$ cat src/hw/rtl/stmin_pkg.sv
// Shared types, sizes and helpers for the sparse table range minimum engine.
// No dependencies; every other file depends on this package.
package stmin_pkg;

	localparam int MAX_ELEMENTS = 1024;
	localparam int LEVEL_COUNT  = 11;
	localparam int VALUE_BITS   = 32;

	localparam int IDX_BITS   = $clog2(MAX_ELEMENTS);
	localparam int CNT_BITS   = $clog2(MAX_ELEMENTS + 1);
	localparam int LVL_BITS   = $clog2(LEVEL_COUNT + 1);
	localparam int TABLE_SIZE = LEVEL_COUNT * MAX_ELEMENTS;
	localparam int ADDR_BITS  = $clog2(TABLE_SIZE);

	typedef logic signed [VALUE_BITS-1:0] value_t;
	typedef logic [ADDR_BITS-1:0]         addr_t;
	typedef logic [IDX_BITS-1:0]          idx_t;
	typedef logic [CNT_BITS-1:0]          cnt_t;
	typedef logic [LVL_BITS-1:0]          lvl_t;

	typedef enum logic [1:0] {
		ST_OK        = 2'd0,
		ST_FULL      = 2'd1,
		ST_RANGE     = 2'd2,
		ST_NOT_BUILT = 2'd3
	} status_t;

	localparam logic OP_LOAD  = 1'b0;
	localparam logic OP_QUERY = 1'b1;

	// Two read addresses presented to the table each cycle
	typedef struct packed {
		addr_t addr_a;
		addr_t addr_b;
	} tbl_rd_t;

	// One write into the table
	typedef struct packed {
		logic   en;
		addr_t  addr;
		value_t data;
	} tbl_wr_t;

	// Flat table address of entry idx on a level
	function automatic addr_t table_addr(input lvl_t level, input idx_t idx);
		table_addr = ADDR_BITS'(int'(level) * MAX_ELEMENTS + int'(idx));
	endfunction

	function automatic value_t min_value(input value_t a, input value_t b);
		min_value = (a < b) ? a : b;
	endfunction

endpackage

$ cat src/hw/rtl/stmin_builder.sv
// Build sequencer: walks each level that fits the element count, reads two entries
// of the level below and writes their minimum in the next cycle. Depends on stmin_pkg.
module stmin_builder (
	input  logic               clk,
	input  logic               arst_n,
	input  logic               start,
	input  stmin_pkg::cnt_t    start_count,
	input  stmin_pkg::value_t  rdata_a,
	input  stmin_pkg::value_t  rdata_b,
	output stmin_pkg::tbl_rd_t rd,
	output stmin_pkg::tbl_wr_t wr,
	output logic               done
);
	import stmin_pkg::*;

	typedef enum logic [1:0] {B_IDLE, B_LEVEL, B_RUN} bstate_t;

	bstate_t           state_q;
	lvl_t              level_q;
	cnt_t              pos_q;
	cnt_t              count_q;
	logic              wr_valid_s1;
	addr_t             wr_addr_s1;
	logic              done_q;

	logic [CNT_BITS:0] span;
	logic [CNT_BITS:0] next_span;
	lvl_t              next_level;
	logic              fits;
	logic              more_levels;
	cnt_t              half_pos;
	lvl_t              src_level;

	// Level geometry
	always_comb begin
		span        = (CNT_BITS + 1)'(1) << level_q;
		next_level  = level_q + lvl_t'(1);
		next_span   = (CNT_BITS + 1)'(1) << next_level;
		fits        = ({1'b0, pos_q} + span) <= {1'b0, count_q};
		more_levels = (next_level < lvl_t'(LEVEL_COUNT)) && (next_span <= {1'b0, count_q});
		half_pos    = pos_q + span[CNT_BITS:1];
		src_level   = level_q - lvl_t'(1);
	end

	// Read the two source entries of the current position
	assign rd.addr_a = table_addr(src_level, pos_q[IDX_BITS-1:0]);
	assign rd.addr_b = table_addr(src_level, half_pos[IDX_BITS-1:0]);

	// Write back the minimum once the read data lands
	assign wr.en   = wr_valid_s1;
	assign wr.addr = wr_addr_s1;
	assign wr.data = min_value(rdata_a, rdata_b);

	assign done = done_q;

	// Sequence levels and positions
	always_ff @(posedge clk or negedge arst_n) begin
		if (!arst_n) begin
			state_q     <= B_IDLE;
			level_q     <= '0;
			pos_q       <= '0;
			count_q     <= '0;
			wr_valid_s1 <= 1'b0;
			done_q      <= 1'b0;
		end else begin
			wr_valid_s1 <= (state_q == B_RUN) && fits;
			done_q      <= (state_q == B_LEVEL) && !more_levels;
			unique case (state_q)
				B_IDLE: begin
					if (start) begin
						count_q <= start_count;
						level_q <= '0;
						state_q <= B_LEVEL;
					end
				end
				B_LEVEL: begin
					if (more_levels) begin
						level_q <= next_level;
						pos_q   <= '0;
						state_q <= B_RUN;
					end else begin
						state_q <= B_IDLE;
					end
				end
				B_RUN: begin
					// the cycle without a read drains the last write of the level
					if (fits) begin
						pos_q <= pos_q + cnt_t'(1);
					end else begin
						state_q <= B_LEVEL;
					end
				end
				default: state_q <= B_IDLE;
			endcase
		end
	end

	// Destination of the pending write
	always_ff @(posedge clk) begin
		wr_addr_s1 <= table_addr(level_q, pos_q[IDX_BITS-1:0]);
	end

endmodule
$ cat config.mk
export PLATFORM = sky130hd
export DESIGN_NAME = stmin_builder
export DESIGN_NICKNAME = d
export VERILOG_FILES = /design/src/hw/rtl/stmin_pkg.sv /design/src/hw/rtl/stmin_builder.sv
export SDC_FILE = /design/constraint.sdc
export NUM_CORES = 1
export LEC_CHECK = 0
export BUFFER_PORTS_ARGS = -buffer_cell sky130_fd_sc_hd__buf_2
export CORE_UTILIZATION = 40
export DETAILED_ROUTE_END_ITERATION = 16
export HOLD_SLACK_MARGIN = 0.03
export PLACE_DENSITY = 0.64
export SKIP_LAST_GASP = 1
export SYNTH_ARGS = -nofsm -noshare
export SYNTH_HDL_FRONTEND = slang
export SYNTH_SLANG_ARGS = --single-unit
$ cat constraint.sdc
create_clock -name clk -period 6.2 [get_ports clk]
set_clock_uncertainty 0.2 [all_clocks]
set_input_delay 1.24 -clock clk [delete_from_list [all_inputs] [get_ports clk]]
set_output_delay 1.24 -clock clk [all_outputs]
set_load 0.01 [all_outputs]
==> metrics.md <==
| Metric | Value |
|---|---|
| Yosys warns | 0 |
| HP Class | reg -> reg |
| Max VDD drop | 177 uV |
| Max_slew headroom | 50.7% |
| Post-synth top cells | ha_1, inv_1, a21oi_1 |
| Worst Max-Slew Pin Slew | 737 ps |
| Critical Path RT | 6200 ps |
| DR iter-0 viols | 120 |
| Post-layout nets | 819 |
| Routed Antenna Nets | 0 |
| Die H | 109 um |
| CTS Root Cell | clkbuf_16 |
| Die Width | 109 um |
| Drt total wl | 12.3 mm |
| Post-synth ARST share | 68.2% |
| Fill count | 1091 |
| Worst r2r src | level_q[3] |
| Reg2Reg Depth | 19 |
| IO Port Bufs | 153 |
| Final setup vio count | 0 |
| Critical-path maximum fanout | 13 |
| Post CTS Setup Buffer Count | 0 |
| Critical path endpoint category | flip-flop |
| DRC errors left | 0 |
| Syn Area/Cell | 8.60 um2 |
| Area share of the largest cell type after synthesis | 20.9% |
| Total grt overflow | 0 |
| Seq/Total Area, Yosys | 22.4% |
| Initial antenna violation count | 0 |
| Core area | 11000 um2 |
| Hold path start | level_q[1] |
| Cell with the most instances after synthesis | ha_1 |
| Fin crit share | 87.6% |
| Power Dens Cells | 323 nW/um2 |
| Worst Path Arrival | 5430 ps |
| CTS tree | yes |
| GRT Total Usage | 21.3% |
| Synth Instances | 535 |
| Clock Tree Buf Depth | 2 |
| Post-route non-filler standard cell count | 805 |
| DP HPWL | 10.2 mm |
| Synthesized cell area | 4600 um2 |
| CP startpoint | level_q[3] |
| Final hold vios | 0 |
| Clk_lat worst skew | 290 ps |
| Reg-to-Reg End | pos_q[10] |
| Distinct cells, synth | 60 |
| Reg2reg setup slack | 770 ps |
| Starting density of the core | 41.7% |
| Area contributors post-synth | ha_1, dfrtp_1, mux2_1 |
| Maximum number of pins on one net before global-route repair | 32 |
| Die ar. | 11900 um2 |
| GPL Wtd Cong | 0.835 |
| Cts bufs inserted | 5 |
| Hold Crit Depth | 0 |
| Run status | completed |
| Cells after DPL | 797 |
| Net count after synthesis | 690 |
| Routed len/inst | 15.2 um |
| Vias in the first global route | 4225 |
| I/O pins | 154 |
| Cell accounting for the most synthesized area | ha_1 |
| Static leakage | 3.03 nW |
| Setup tns final | 0 ps |
| Synth Register Bits | 44 |
| DR pass1 iterations | 4 |
| First-pass GRT wire length | 19.9 mm |
| Max-Cap Viols | 0 |
| Layout cells sized above 1 | 26.9% |
| RSZ-0062 raised after global routing | false |
| Crit path time final | 5430 ps |
| Area Overhead vs Synth | 19.6% |
| CTS H-tree depth | 2 |
| Max Freq | 184 MHz |
| Clock sink count | 44 |
| Fin. max-slew vios | 0 |
| Via count | 4199 |
| Critical Path Source Type | flip-flop |
| # rows | 38 |
| Hold Path End | wr_addr_s1[11] |
| Vias per std cell | 5.22 |
| Most used DFF post-synth | dfrtp_1 |
| # hold bufs at CTS | 0 |
| Post-synth EDFFs | 0 |
| N_diodes | 0 |
| WS Path Type | reg -> reg |
| Post_cts resized | 0 |
| Worst-path clk slew | 60 ps |
-- through the flow --
stage,utilization (%),setup WS [ps],cell area [um2],hold WS (ps),power (mW)
after floorplan,-,1510,4600,168,1.23
after global placement,48.5,984,5350,273,1.48
after detailed placement,48.5,870,5350,305,1.52
after CTS,49.9,849,5500,312,1.79
after global routing,49.9,430,5500,336,1.94
final,49.9,770,5500,307,1.78
-- power by group --
group	internal (mW)	switching, mW	total (mW)
Combinational	0.435	0.608	1.04
Sequential	0.373	0.0913	0.465
Clock	0.159	0.109	0.268
-- logic make-up (layout without fill, tap and decap cells) --
| family | count (synthesis) | count (layout) | synth area share [%] |
|---|---|---|---|
| buf+inv | 82 | 212 | 8.46 |
| compound gates | 133 | 133 | 19.0 |
| fa+ha+maj | 80 | 80 | 21.6 |
| flops | 44 | 44 | 22.4 |
| mux | 33 | 33 | 8.05 |
| xor+xnor | 27 | 27 | 5.14 |
| simple gates | 136 | 136 | 15.3 |
-- layout by cell type (no fill, tap or decap), types with 3 or more instances in the layout --
cell | synthesis | layout
a31oi_1 | 5 | 5
nand2b_1 | 4 | 4
clkbuf_16 | 0 | 5
o211ai_1 | 4 | 4
mux2_1 | 30 | 30
buf_2 | 8 | 153
nor3_1 | 7 | 7
a21oi_1 | 39 | 39
o21a_1 | 13 | 13
and2_1 | 14 | 14
nand3_1 | 10 | 10
dfrtp_1 | 30 | 30
a21oi_2 | 6 | 6
a41oi_1 | 3 | 3
o21ai_0 | 14 | 14
nand2_1 | 29 | 29
o21ai_1 | 11 | 11
xor2_1 | 10 | 10
nor2_1 | 27 | 27
xnor2_1 | 17 | 17
inv_1 | 49 | 49
a21o_1 | 19 | 19
ha_1 | 77 | 77
and3_1 | 15 | 15
nor2b_1 | 9 | 8
nand4_1 | 9 | 9
dfxtp_1 | 14 | 14
-- sequential cells by signal, indices dropped and copies added, names as in the netlist --
name,cells
wr_addr_s1,14
count_q,11
pos_q,11
level_q,4
state_q,2
done,1
wr_valid_s1,1
-- critical path, cell delays in order, from the launching register on --
cell and delay (ps):
dfrtp_1 530, nor2_1 600, and2_1 230, ha_1 290
o21ai_0 140, o21ba_1 220, a21oi_1 230, maj3_2 280
a311o_1 220, a211o_1 130, nand2_1 50, xnor2_1 120
ha_1 290, a21o_1 180, a21o_1 170, o31ai_1 440
or3b_1 450, nand2_2 250, a41oi_1 150, a31oi_1 180
-- cell type report --
| cell class | instances | area (um2) | area share [%] |
|---|---|---|---|
| clock inverters | 2 | 10.0 | 0.182 |
| inverters | 49 | 184 | 3.34 |
| multi-input cells | 409 | 3180 | 57.8 |
| repair buffers | 155 | 781 | 14.2 |
| flip-flops and latches | 44 | 1030 | 18.7 |
| well taps | 140 | 175 | 3.18 |
| clock buffers | 6 | 139 | 2.52 |
-- how the worst max path moves through the flow --
stage                      to  slack [ps]  cells past startpoint
floorplan            pos_q[3]        1510                     21
global placement       wr[17]         980                     12
detailed placement  pos_q[10]         870                     20
CTS                 pos_q[10]         850                     19
global route        pos_q[10]         430                     19
finish              pos_q[10]         770                     19
-- metal layers --
layer,up-vias,GRT usage [%],share of wire [%]
met5,-,0,0
met4,0,6.00,1.2
met3,11,3.71,5.2
met2,116,39.7,51
met1,1929,24.6,43
li1,2143,-,-
(Power assumes the default switching activity.)
